<file path="src/design/crs_pkg.sv">
package crs_pkg;

   localparam int NODES = 64;
   localparam int ADDR_W = $clog2(NODES);
   localparam int CNT_W = 7;
   localparam int COORD_W = 32;
   localparam int NODE_W = 3 * COORD_W;
   localparam int PT_W = 22;
   localparam int T_FRAC = 16;
   localparam int P_W = COORD_W + 2;
   localparam int ACC_W = 40;
   localparam int PROD_W = ACC_W + T_FRAC + 1;
   localparam int CSR_IDX_W = 3;
   localparam int LAT = 11;

   localparam logic [PROD_W-1:0] RND_HALF = PROD_W'(1) << (T_FRAC - 1);

   typedef enum logic {
      OP_EVAL  = 1'b0,
      OP_WRITE = 1'b1
   } op_type;

   typedef enum logic [CSR_IDX_W-1:0] {
      CFG_NODE_COUNT = 3'd0,
      CFG_LINE_MODE  = 3'd1,
      CFG_LOOP_MODE  = 3'd2,
      CFG_OFFSET_X   = 3'd3,
      CFG_OFFSET_Y   = 3'd4,
      CFG_OFFSET_Z   = 3'd5
   } cfg_index_type;

   typedef enum logic [1:0] {
      MODE_CR,
      MODE_LINE,
      MODE_POINT,
      MODE_ZERO
   } mode_type;

   typedef struct packed {
      op_type                  kind;
      mode_type                mode;
      logic                    mir0;
      logic                    mir3;
      logic [3:0][ADDR_W-1:0]  addr;
      logic [ADDR_W-1:0]       waddr;
      logic [T_FRAC-1:0]       u;
      logic [NODE_W-1:0]       data;
   } cmd_type;

   typedef struct packed {
      logic              v;
      mode_type          mode;
      logic              mir0;
      logic              mir3;
      logic [T_FRAC-1:0] u;
   } fctl_type;

   typedef struct packed {
      logic              v;
      logic              half;
      logic              nooff;
      logic [T_FRAC-1:0] u;
   } bctl_type;

   function automatic logic signed [ACC_W-1:0] rnd(input logic signed [PROD_W-1:0] p);
      logic [PROD_W-1:0] t;
      t = p + RND_HALF;
      return t[T_FRAC +: ACC_W];
   endfunction

   function automatic logic signed [PROD_W-1:0] mulu(input logic signed [ACC_W-1:0] a,
                                                     input logic [T_FRAC-1:0] u);
      logic signed [PROD_W-1:0] ae;
      logic signed [PROD_W-1:0] ue;
      ae = PROD_W'(a);
      ue = signed'(PROD_W'(u));
      return ae * ue;
   endfunction

endpackage

</file>
<file path="src/design/crs_queue.sv">
module crs_queue (
   input  logic             clock,
   input  logic             reset,
   input  logic             push,
   input  crs_pkg::cmd_type push_cmd,
   input  logic             pop,
   output crs_pkg::cmd_type head,
   output logic             not_empty,
   output logic             full
);

   crs_pkg::cmd_type entry_ff [2];
   logic             wr_ptr_ff;
   logic             wr_ptr_in;
   logic             rd_ptr_ff;
   logic             rd_ptr_in;
   logic [1:0]       count_ff;
   logic [1:0]       count_in;

   always_comb begin
      wr_ptr_in = push ? ~wr_ptr_ff : wr_ptr_ff;
      rd_ptr_in = pop ? ~rd_ptr_ff : rd_ptr_ff;
      count_in = count_ff + 2'(push) - 2'(pop);
   end

   always_ff @(posedge clock) begin
      if (reset) begin
         wr_ptr_ff <= 1'b0;
         rd_ptr_ff <= 1'b0;
         count_ff <= '0;
      end else begin
         wr_ptr_ff <= wr_ptr_in;
         rd_ptr_ff <= rd_ptr_in;
         count_ff <= count_in;
      end
   end

   always_ff @(posedge clock) begin
      if (push) begin
         entry_ff[wr_ptr_ff] <= push_cmd;
      end
   end

   assign head = entry_ff[rd_ptr_ff];
   assign not_empty = (count_ff != '0);
   assign full = (count_ff == 2'd2);

endmodule

</file>
<file path="config.mk">
export PLATFORM = sky130hd
export DESIGN_NAME = crs_queue
export DESIGN_NICKNAME = d
export VERILOG_FILES = /design/src/design/crs_pkg.sv /design/src/design/crs_queue.sv
export SDC_FILE = /design/constraint.sdc
export NUM_CORES = 1
export LEC_CHECK = 0
export ABC_AREA = 1
export BUFFER_PORTS_ARGS = -buffer_cell sky130_fd_sc_hd__buf_2
export CAP_MARGIN = 30
export CELL_PAD_IN_SITES_DETAIL_PLACEMENT = 0
export CELL_PAD_IN_SITES_GLOBAL_PLACEMENT = 1
export CORE_UTILIZATION = 43
export CTS_BUF_LIST = sky130_fd_sc_hd__clkbuf_8 sky130_fd_sc_hd__clkbuf_16
export DETAILED_ROUTE_END_ITERATION = 16
export PLACE_DENSITY = 0.83
export SYNTH_ARGS = -nofsm -noshare
export SYNTH_HDL_FRONTEND = slang
export SYNTH_SLANG_ARGS = --single-unit
</file>
<file path="constraint.sdc">
create_clock -name clock -period 9.3 [get_ports clock]
set_input_delay 1.395 -clock clock [delete_from_list [all_inputs] [get_ports clock]]
set_output_delay 1.395 -clock clock [all_outputs]
set_load 0.02 [all_outputs]
</file>
# Word level (Yosys, flattened, before mapping)
# Memories as Yosys holds them, arrays and structs flattened. A register that Yosys moved wholly into a read port is not among the register bits.
# Index checks and enable logic that the tools add are counted.
# op_classes
n_addsub,2
n_eq_ne,1
muxes,4
bitwise_logic,2
n_reduce_logical,1
# ops
cell,count
2-to-1 mux 1 bit,4
adder 2 x 1 -> 2 bit,1
equality test 2 bit (second input constant),1
inverter 1 bit,2
nonzero test 2 bit,1
subtractor 2 x 1 -> 2 bit,1
# totals
reg_bits,4
mem_bits_rw,294
in_bits,151
out_inout_bits,149
word_cells,14
memories,1
# mem_list
memory,words,width,rd,rd_ports_with_merged_regs,write_ports,line_no,rtl
entry_ff,2,147,1,1,1,crs_queue.sv:12,crs_pkg::cmd_type entry_ff [2];

# Longest topological paths before layout
# depth
depth_word,3
depth_mapped,9
mapped_depth_nobuf,9

# Worst setup path after synthesis
# Ideal clock, no wire load.
# synth_path
path_kind,input to register
start,input port push
end,memory entry_ff[0][0] in the netlist's numbering (enable)
setup_time_ns,0.659
t_arrival_ns,7.582
required_time_ns,8.641
path_slack_ns,1.059
cell_stages,2
n_path_buf,0
path_cell_list,inv_1 nor2_1
# synth_via
elab_chain_len,2
# synth_rtl
item,line_no,rtl
from (decl),crs_queue.sv:4,"input logic push,"
2-to-1 mux 1 bit,crs_queue.sv:39,if (push) begin
2-to-1 mux 1 bit (implied by the code),crs_queue.sv:40,entry_ff[wr_ptr_ff] <= push_cmd;
to (decl),crs_queue.sv:12,
# No other way between the ends.

==> results.json <==
{
  "outcome": "finished, final reports clean",
  "synth.area.top_cells": "edfxtp_1 81%, mux2_2 15%, buf_6 1.6%",
  "worst-path-buf-inv": 3,
  "layout_commonest_cell": "buf_2",
  "cp-end-kind": "output pin",
  "ys_seq_area_frac": 0.8205,
  "crit_type": "reg -> out",
  "rows": 57,
  "yosysTopAreaCellShare": 0.8113,
  "ir_drop_v": 0.0001522,
  "power.density_mw_per_mm2": 217.0,
  "drc": 0,
  "via_per_inst": 4.785,
  "core_area_sq_mm": 0.02460,
  "rsz0062_at_grt": "false",
  "clock_tree.buffer_depth": 3,
  "grt_pass1_vias": 5789,
  "layout_common_cells": "299 x buf_2, 294 x edfxtp_1, 147 x mux2_2",
  "io_buffers": 299,
  "grt_pass1_wl_mm": 30.33,
  "antenna_found_initial": 0,
  "setup_viol": 0,
  "fp.dieH_um": 161.1,
  "min_period_ns": 3.459,
  "combPwrFrac": 0.121,
  "start_util": 0.4423,
  "cts_sinks": 299,
  "clk_pin_slew_ns": 0.06,
  "hold_violations": 0,
  "max-cap-violations": 0,
  "slew_viol_final": 0,
  "synth_top_cell_by_area": "edfxtp_1",
  "p_sw_mw": 0.6789,
  "wire_per_inst_um": 17.53,
  "drive_gt1_frac": 0.5892,
  "htreeDepth": 1,
  "clk_latency_ns": 0.54,
  "cts_buffers": 29,
  "tritoncts": "yes",
  "nNetsFinal": 962,
  "ys_warn_count": 0,
  "cpMaxStageDelayCell": "mux2_2",
  "overflow": 0,
  "grt_max_degree": 80,
  "seq_power_share": 0.536,
  "hold_buffers": 0,
  "cp-start-kind": "flip-flop",
  "fin_skew_ns": 0.01368,
  "fmax_mhz": 289.1,
  "path_cells": "buf_4, buf_16, mux2_2, buf_2",
  "syn2layout_area_growth_pct": 24.69,
  "swShare": 0.2306,
  "period_share": 0.3719,
  "place.gp.congestion": 0.7366,
  "num_io_pins": 300,
  "yosys.area_share.simple": 0.005059,
  "cts_resized": 0,
  "synth_compound_area_frac": 0.0004599,
  "setup_tns_ns": 0,
  "synth_top_family_by_area": "multiplexers",
  "clockPowerShare": 0.343,
  "syn_area_sq_mm": 0.01088,
  "vias": 5531,
  "syn_nets": 641,
  "cts-root-buf": "clkbuf_16",
  "critical-path-top-delay-family": "buffers and inverters",
  "synth_cell_types": 13,
  "drt_pass1_iterations": 4,
  "track_usage": 0.1499,
  "dieWidth_um": 161.1,
  "synth_mux_area_frac": 0.1521,
  "worstHoldPathType": "reg -> reg",
  "cpPeakStageDelay_ns": 0.40,
  "cp.required_ns": 7.91,
  "netlist_instances": 488,
  "fin_total_pwr_mw": 2.944,
  "die_area_sq_mm": 0.02595,
  "place_hpwl_mm": 12.98,
  "postCtsSetupBuffers": 0,
  "synthAdderAreaFrac": 0.002300,
  "synth-xor-area-share": 0.0008049,
  "timing.critical_path.fanout_max": 72,
  "arrival_ns": 2.06,
  "ant_nets": 0,
  "avgSynthCellArea_sq_um": 22.30,
  "finalWirelength_mm": 20.27,
  "p_leak_nw": 5.116,
  "reg2reg_slack_ns": 6.86,
  "power.internal_mw": 2.265,
  "drt-initial-drc-count": 308,
  "slew-limit-headroom": 0.3637,
  "ys_ff_latch": 299,
  "worst_slew_pin_slew_ns": 0.9545
}
[routing by layer]
layer  vias to the layer above  routed length [um]  GRT usage
met4                         0                 587    0.05232
li1                       2583                   -          -
met1                      2693                7958     0.1793
met5                         -                   0          0
met3                        44                1470    0.04058
met2                       211               10250     0.2606
[worst reg2reg max path: cells and delay by family, from the launching register on]
family                 cells  cell delay [ns]
buffers and inverters      2             1.47
DFF                        1             0.39
and+or+nand+nor            1             0.13
[power groups by stage]
stage | logic (mW) | registers [mW] | clock network, mW
2_1_floorplan | 0.234 | 1.61 | 0
3_3_place_gp | 0.337 | 1.62 | 0
3_5_place_dp | 0.342 | 1.62 | 0
4_1_cts | 0.344 | 1.59 | 1.04
5_1_grt | 0.381 | 1.58 | 1.09
6_report | 0.357 | 1.58 | 1.01
[flip-flops by register name, summed over array words and instances, names as in the netlist, named ones only]
register   cells
count_ff       2
entry_ff     294
rd_ptr_ff      1
wr_ptr_ff      1
[metrics by stage]
stage | std cells | worst slack (ns) | utilization | hold WS, ns | cell area [sq um]
final | 1156 | 5.841 | 0.5514 | 0.5102 | 13570
after CTS | 1151 | 4.707 | 0.5479 | 0.5167 | 13480
after global placement | 1099 | 5.305 | 0.5144 | 0.4950 | 12660
after detailed placement | 1099 | 5.284 | 0.5144 | 0.5015 | 12660
after floorplan | 488 | 1.059 | - | 0.4799 | 10880
after global routing | 1154 | 5.755 | 0.5512 | 0.5690 | 13560
[kinds of logic (layout without fill, tap and decap cells)]
logic type,count (synthesis),in the layout
mux,147,147
simple gates,14,14
buf+inv,24,366
xor+xnor,1,1
other cells,0,2
fa+ha+maj,2,2
compound gates,1,1
flops,299,299
[path summary, 6_finish.rpt]
kind                          startpoint                        end  depth (start not counted)
hold reg to reg   rd_ptr_ff$_SDFFE_PP0P_                  flip-flop                          2
hold / removal    rd_ptr_ff$_SDFFE_PP0P_                  flip-flop                          2
setup reg to reg  wr_ptr_ff$_SDFFE_PP0P_  entry_ff[1][30]$_DFFE_PP_                          3
setup / recovery               flip-flop                  head[104]                          4
[area by class of cell]
| type | count | area [sq um] |
|---|---|---|
| fillers | 1942 | 11040 |
| repair buffers | 306 | 1609 |
| inverters | 8 | 35.03 |
| well taps | 324 | 405.4 |
| diodes | 2 | 5.005 |
| clock buffers | 29 | 725.7 |
| clock inverters | 23 | 98.84 |
| flip-flops and latches | 299 | 8932 |
| multi-input cells | 165 | 1757 |
[Yosys cell counts]
| cell | number |
|---|---|
| a21oi_1 | 1 |
| nand3_1 | 1 |
| mux2_2 | 147 |
| ha_1 | 2 |
| buf_2 | 1 |
| edfxtp_1 | 294 |
| nand2_1 | 5 |
| xnor2_1 | 1 |
| nor2_1 | 7 |
| dfxtp_1 | 5 |
| buf_6 | 15 |
| inv_1 | 8 |
| nor3_1 | 1 |
Note: power is estimated with default switching activity, not from simulation.
