### config.mk
export PLATFORM = sky130hd
export DESIGN_NAME = crs_front
export DESIGN_NICKNAME = d
export VERILOG_FILES = /design/src/design/crs_pkg.sv /design/src/design/crs_front.sv
export SDC_FILE = /design/constraint.sdc
export NUM_CORES = 1
export LEC_CHECK = 0
export ABC_CLOCK_PERIOD_IN_PS = 13630
export BUFFER_PORTS_ARGS = -buffer_cell sky130_fd_sc_hd__buf_2
export CORE_AREA = 2 2 109 111
export DETAILED_ROUTE_END_ITERATION = 7
export DIE_AREA = 0 0 111 113
export SLEW_MARGIN = 10
export SYNTH_ARGS = -nofsm -noshare
export SYNTH_HDL_FRONTEND = slang
export SYNTH_SLANG_ARGS = --single-unit
export TNS_END_PERCENT = 10
### constraint.sdc
create_clock -name vclk -period 13.63
set_clock_uncertainty 0.2 [all_clocks]
set_input_delay 2.726 -clock vclk [all_inputs]
set_output_delay 2.726 -clock vclk [all_outputs]
set_load 0.02 [all_outputs]
### src/design/crs_pkg.sv
package crs_pkg;

   localparam int NODES = 64;
   localparam int ADDR_W = $clog2(NODES);
   localparam int CNT_W = 7;
   localparam int COORD_W = 32;
   localparam int NODE_W = 3 * COORD_W;
   localparam int PT_W = 22;
   localparam int T_FRAC = 16;
   localparam int P_W = COORD_W + 2;
   localparam int ACC_W = 40;
   localparam int PROD_W = ACC_W + T_FRAC + 1;
   localparam int CSR_IDX_W = 3;
   localparam int LAT = 11;

   localparam logic [PROD_W-1:0] RND_HALF = PROD_W'(1) << (T_FRAC - 1);

   typedef enum logic {
      OP_EVAL  = 1'b0,
      OP_WRITE = 1'b1
   } op_type;

   typedef enum logic [CSR_IDX_W-1:0] {
      CFG_NODE_COUNT = 3'd0,
      CFG_LINE_MODE  = 3'd1,
      CFG_LOOP_MODE  = 3'd2,
      CFG_OFFSET_X   = 3'd3,
      CFG_OFFSET_Y   = 3'd4,
      CFG_OFFSET_Z   = 3'd5
   } cfg_index_type;

   typedef enum logic [1:0] {
      MODE_CR,
      MODE_LINE,
      MODE_POINT,
      MODE_ZERO
   } mode_type;

   typedef struct packed {
      op_type                  kind;
      mode_type                mode;
      logic                    mir0;
      logic                    mir3;
      logic [3:0][ADDR_W-1:0]  addr;
      logic [ADDR_W-1:0]       waddr;
      logic [T_FRAC-1:0]       u;
      logic [NODE_W-1:0]       data;
   } cmd_type;

   typedef struct packed {
      logic              v;
      mode_type          mode;
      logic              mir0;
      logic              mir3;
      logic [T_FRAC-1:0] u;
   } fctl_type;

   typedef struct packed {
      logic              v;
      logic              half;
      logic              nooff;
      logic [T_FRAC-1:0] u;
   } bctl_type;

   function automatic logic signed [ACC_W-1:0] rnd(input logic signed [PROD_W-1:0] p);
      logic [PROD_W-1:0] t;
      t = p + RND_HALF;
      return t[T_FRAC +: ACC_W];
   endfunction

   function automatic logic signed [PROD_W-1:0] mulu(input logic signed [ACC_W-1:0] a,
                                                     input logic [T_FRAC-1:0] u);
      logic signed [PROD_W-1:0] ae;
      logic signed [PROD_W-1:0] ue;
      ae = PROD_W'(a);
      ue = signed'(PROD_W'(u));
      return ae * ue;
   endfunction

endpackage

### src/design/crs_front.sv
module crs_front (
   input  logic                        req_op,
   input  logic [5:0]                  req_node_index,
   input  logic signed [31:0]          req_node_x,
   input  logic signed [31:0]          req_node_y,
   input  logic signed [31:0]          req_node_z,
   input  logic [21:0]                 req_param_t,
   input  logic [crs_pkg::CNT_W-1:0]   node_count,
   input  logic                        line_mode,
   input  logic                        loop_mode,
   output crs_pkg::cmd_type            cmd
);

   localparam logic [crs_pkg::CNT_W-1:0] NODES_C = crs_pkg::CNT_W'(crs_pkg::NODES);
   localparam logic [crs_pkg::CNT_W-1:0] ONE = crs_pkg::CNT_W'(1);
   localparam logic [crs_pkg::CNT_W-1:0] TWO = crs_pkg::CNT_W'(2);

   logic [crs_pkg::CNT_W-1:0] n;
   logic [crs_pkg::CNT_W-1:0] m;
   logic [crs_pkg::CNT_W-1:0] seg;
   logic [crs_pkg::CNT_W-1:0] i;
   logic [crs_pkg::CNT_W-1:0] j;
   logic                      wrap;

   always_comb begin
      n = (node_count > NODES_C) ? NODES_C : node_count;
      m = n - ONE;
      seg = crs_pkg::CNT_W'(req_param_t[crs_pkg::PT_W-1:crs_pkg::T_FRAC]);
      i = (seg > m) ? m : seg;
      j = ((i + ONE) > m) ? m : (i + ONE);
      wrap = loop_mode && (m >= TWO);

      cmd = '0;
      cmd.kind = (req_op == crs_pkg::OP_WRITE) ? crs_pkg::OP_WRITE : crs_pkg::OP_EVAL;
      cmd.waddr = crs_pkg::ADDR_W'(req_node_index);
      cmd.data = {req_node_z, req_node_y, req_node_x};
      cmd.u = req_param_t[crs_pkg::T_FRAC-1:0];
      cmd.addr[1] = i[crs_pkg::ADDR_W-1:0];
      cmd.addr[2] = j[crs_pkg::ADDR_W-1:0];

      if (i != '0) begin
         cmd.addr[0] = crs_pkg::ADDR_W'(i - ONE);
      end else if (wrap) begin
         cmd.addr[0] = crs_pkg::ADDR_W'(m - ONE);
      end else begin
         cmd.addr[0] = i[crs_pkg::ADDR_W-1:0];
         cmd.mir0 = 1'b1;
      end

      if ((i + TWO) <= m) begin
         cmd.addr[3] = crs_pkg::ADDR_W'(i + TWO);
      end else if (wrap) begin
         cmd.addr[3] = crs_pkg::ADDR_W'(ONE);
      end else begin
         cmd.addr[3] = j[crs_pkg::ADDR_W-1:0];
         cmd.mir3 = 1'b1;
      end

      if (n == '0) begin
         cmd.mode = crs_pkg::MODE_ZERO;
      end else if (n == ONE) begin
         cmd.mode = crs_pkg::MODE_POINT;
      end else if (line_mode) begin
         cmd.mode = crs_pkg::MODE_LINE;
      end else begin
         cmd.mode = crs_pkg::MODE_CR;
      end
   end

endmodule

Word level (Yosys, flattened, before mapping)
Index checks and enable logic that the tools add are counted.
Storage, ports and cells
  input port bits: 134
  output and inout port bits: 147
  word-level logic and storage cells: 28
  register bits after elaboration: 0
Operators by class
  add/sub/neg operators: 5
  equal/unequal tests: 1
  muxes and demuxes: 14
  $lt $le $gt $ge: 5
  reductions and logical operators: 3
Operators with widths (count)
  $mux 6: 5
  $mux 7: 2
  $sub 6x1->6 const B: 2
  $add 7x1->7 const B: 1
  $add 7x2->7 const B: 1
  $eq 7x1->1 const B: 1
  $ge 7x2->1 const B: 1
  $gt 6x7->1: 1
  $gt 7x7->1: 1
  $gt 7x7->1 const B: 1
  $le 7x7->1: 1
  $logic_not 7->1: 1
  $reduce_bool 7->1: 1
  $sub 7x1->7 const B: 1
  $mux 1: 5
  $mux 2: 2
  $logic_and 1x1->1: 1

Longest topological paths before layout
  word-level depth: 10
  mapped depth: 30

Worst setup path before layout
Ideal clock, no wire load.
  path type: input-to-output
  start: in node_count[6] in the netlist's numbering
  end: out cmd[138] in the netlist's numbering
  path buffers: 2
  path slack: 2.407 ns
  required time: 10.704 ns
  cell stages on the path: 28
  arrival time: 8.297 ns
  cell sequence: buf_6 inv_1 nand2_1 ha_1 a2111oi_0 o21ai_0 a21bo_1 inv_1 ha_1 nand2_1 a2111oi_0 o211ai_1 o31ai_4 o22a_1 buf_6 mux2i_1 inv_1 ha_1 ha_1 nor2b_1 o21ai_0 nand2b_1 nand3_1 nor2_1 a2111oi_4 o21a_4 nor3_1 o41ai_2
RTL lines
  start: declaration: RTL line crs_front.sv:8  | input logic [crs_pkg::CNT_W-1:0] node_count,
  end: declaration: RTL line crs_front.sv:11  | output crs_pkg::cmd_type cmd

==> results_tabular.tex <==
\begin{tabular}{lr}
\hline
Metric & Value \\
\hline
\multicolumn{2}{l}{\textbf{Clocking}} \\
Count of cells resized by post-cts repair & 0 \\
Number of hold-repair buffers added at the cts stage & 0 \\
Post-CTS setup buffers & 0 \\
\multicolumn{2}{l}{\textbf{Finish}} \\
Layout cells sized above 1 & 24.1\% \\
Final Util & 19.4\% \\
Commonest non-fill, non-tap cells in the layout & buf\_2 (43), nand2\_1 (27), nor2\_1 (27) \\
Sequential cell count & 0 \\
NumNets Final & 452 \\
Final antenna diode count & 0 \\
Area used by sequential logic in the layout & 0 µm² \\
Number of clock-tree buffers in the layout & 0 \\
Count of filler cells inserted in the layout & 1235 \\
Most common library cell in the layout ignoring fill and taps & buf\_2 \\
Growth of design area from synthesis to finish & -20.6\% \\
\multicolumn{2}{l}{\textbf{Detailed routing}} \\
Count of nets left with antenna violations after detail routing & 0 \\
Drt via density & 5.16 \\
Count of TritonRoute iterations in the first routing pass & 7 \\
Number of remaining DRC errors & 0 \\
Highest routing layer actually used & met4 \\
Met2 WL & 3650 µm \\
Post-route met1 wirelength & 2750 µm \\
Drt first-iter violations & 173 \\
Via count of the routed design & 2240 \\
Sum of met3 wire segment lengths after detailed routing & 593 µm \\
Post-detailed-routing wire length & 7380 µm \\
WL/cell & 17.0 µm \\
\multicolumn{2}{l}{\textbf{Logic synthesis}} \\
Distinct cell type count after synthesis & 70 \\
Warnings, synthesis & 0 \\
Largest area contributor in the netlist & buf\_4 \\
Post-synthesis sequential area ratio & 0\% \\
Share of the synthesized area in the top cell type & 33.0\% \\
Syn Std Cell Area & 2760 µm² \\
Area contributors post-synth & buf\_4 (33\%), ha\_1 (11\%), xnor2\_1 (4.5\%) \\
Number of instances in the synthesized netlist & 375 \\
Net Count, Synth & 534 \\
Syn\_area\_per\_cell & 7.35 µm² \\
\multicolumn{2}{l}{\textbf{Setup path}} \\
Count of buffer and inverter cells on the critical path & 5 \\
Crit path top cell by count & ha\_1 \\
Critical path capture point type & output port \\
Cell with the largest stage delay on the worst path & mux2i\_1 \\
CP Max Fanout & 10 \\
WP data arrival & 9.46 ns \\
Delay of the slowest cell on the worst path & 0.61 ns \\
Category of cells accounting for the largest share of critical-path delay & compound AO/OA/AOI/OAI gates \\
Type of origin of the critical path & primary input \\
Crit path required time & 10.70 ns \\
Total stage count of the critical path & 28 \\
CP startpoint & node\_count[6] \\
CP Class & primary input to output port \\
\multicolumn{2}{l}{\textbf{STA}} \\
Count of endpoints failing hold in the final timing report & 0 \\
Slew @ Worst Pin & 0.872 ns \\
Final setup fails & 0 \\
Final worst path period share & 90.9\% \\
Setup\_tns & 0 ns \\
Unrepaired setup endpoints after global routing & false \\
Min Clock Period, post-route & 12.39 ns \\
F\_max & 80.7 MHz \\
Relative max-transition margin & 41.4\% \\
Count of pins over their slew limit & 0 \\
Worst hold slack & 5.25 ns \\
Worst Slack Setup Final & 1.24 ns \\
\multicolumn{2}{l}{\textbf{Job}} \\
Maximum capacitance violations & 0 \\
\multicolumn{2}{l}{\textbf{Placement}} \\
GP Congestion & 0.879 \\
Number of input and output port buffers inserted & 43 \\
Placement Setup Slack & 1.34 ns \\
Detailed Place HPWL & 6020 µm \\
\multicolumn{2}{l}{\textbf{Floorplan}} \\
Die Y & 113 µm \\
Initial cell density of the core & 24.4\% \\
Ports & 281 \\
Core box area & 11300 µm² \\
Width of the chip & 111 µm \\
Die footprint & 12500 µm² \\
Number of rows in the core area & 39 \\
\multicolumn{2}{l}{\textbf{Power and ir drop}} \\
Final Power & 235 µW \\
Static leakage & 0.000918 µW \\
PwrDens & 108 nW/µm² \\
Max IR drop VDD & 0.0343 mV \\
\multicolumn{2}{l}{\textbf{Min path}} \\
Hold path startpoint & req\_param\_t[7] \\
Path class of the lowest-slack min-delay path & primary input to output port \\
Hold path cells & 0 \\
\multicolumn{2}{l}{\textbf{Global routing}} \\
Number of global-route vias before repair & 2169 \\
Largest net degree at the start of global routing & 16 \\
Wire length of the first global-routing pass & 11300 µm \\
Antenna violations before repair & 0 \\
Final global-route overflow total & 0 \\
Tot GR Track Use & 10.8\% \\
\multicolumn{2}{l}{\textbf{Status}} \\
Run status & complete, no violations \\
\hline
\end{tabular}
## synth_stat cells (3+ instances only)
library cell	count
xnor2_1	14
o21ai_0	10
inv_1	18
o41ai_2	3
nor4b_1	3
nor2b_1	4
a21oi_1	13
nand2_1	27
or2_2	3
ha_1	25
mux2i_1	4
buf_6	4
nand3_1	16
a21oi_2	3
a211o_1	3
nor3_1	7
nor2_1	27
a31oi_1	3
buf_4	121
o21a_1	3
## metal layers
metal	global-route usage [%]	vias to the layer above
met5	0	-
met4	5.42	0
met3	2.46	42
met2	19.6	105
met1	11.7	1065
li1	-	1028
## where the power goes
group	leakage, µW	switching [µW]	internal (µW)
registers	0	0	0
logic	0.000918	153	82.7
clock network	0	0	0
## through the flow
stage                     std cells  instance area [µm²]
final                           434                 2190
after detailed placement        434                 2190
after global routing            434                 2190
after CTS                       434                 2190
after global placement          434                 2190
after floorplan                 375                 2760
## final timing paths
path                       end  slack [ns]
worst min-delay path  cmd[103]        5.25
worst max-delay path  cmd[139]        1.24
## area by class of cell
type / count / area [µm²] / share of cell area, %
multi-input cells: 229 / 1720 / 78.7
repair buffers: 43 / 215 / 9.84
well taps: 143 / 179 / 8.18
inverters: 19 / 71.3 / 3.26
## cell families after synthesis
logic type / synth area share, %
AOI/OAI and AO/OA: 23.9
adders and majority gates: 11.8
xor gates and xnor gates: 4.77
muxes: 1.95
and+or+nand+nor: 20.1
buffers and inverters: 37.5
(Power assumes the default switching activity.)
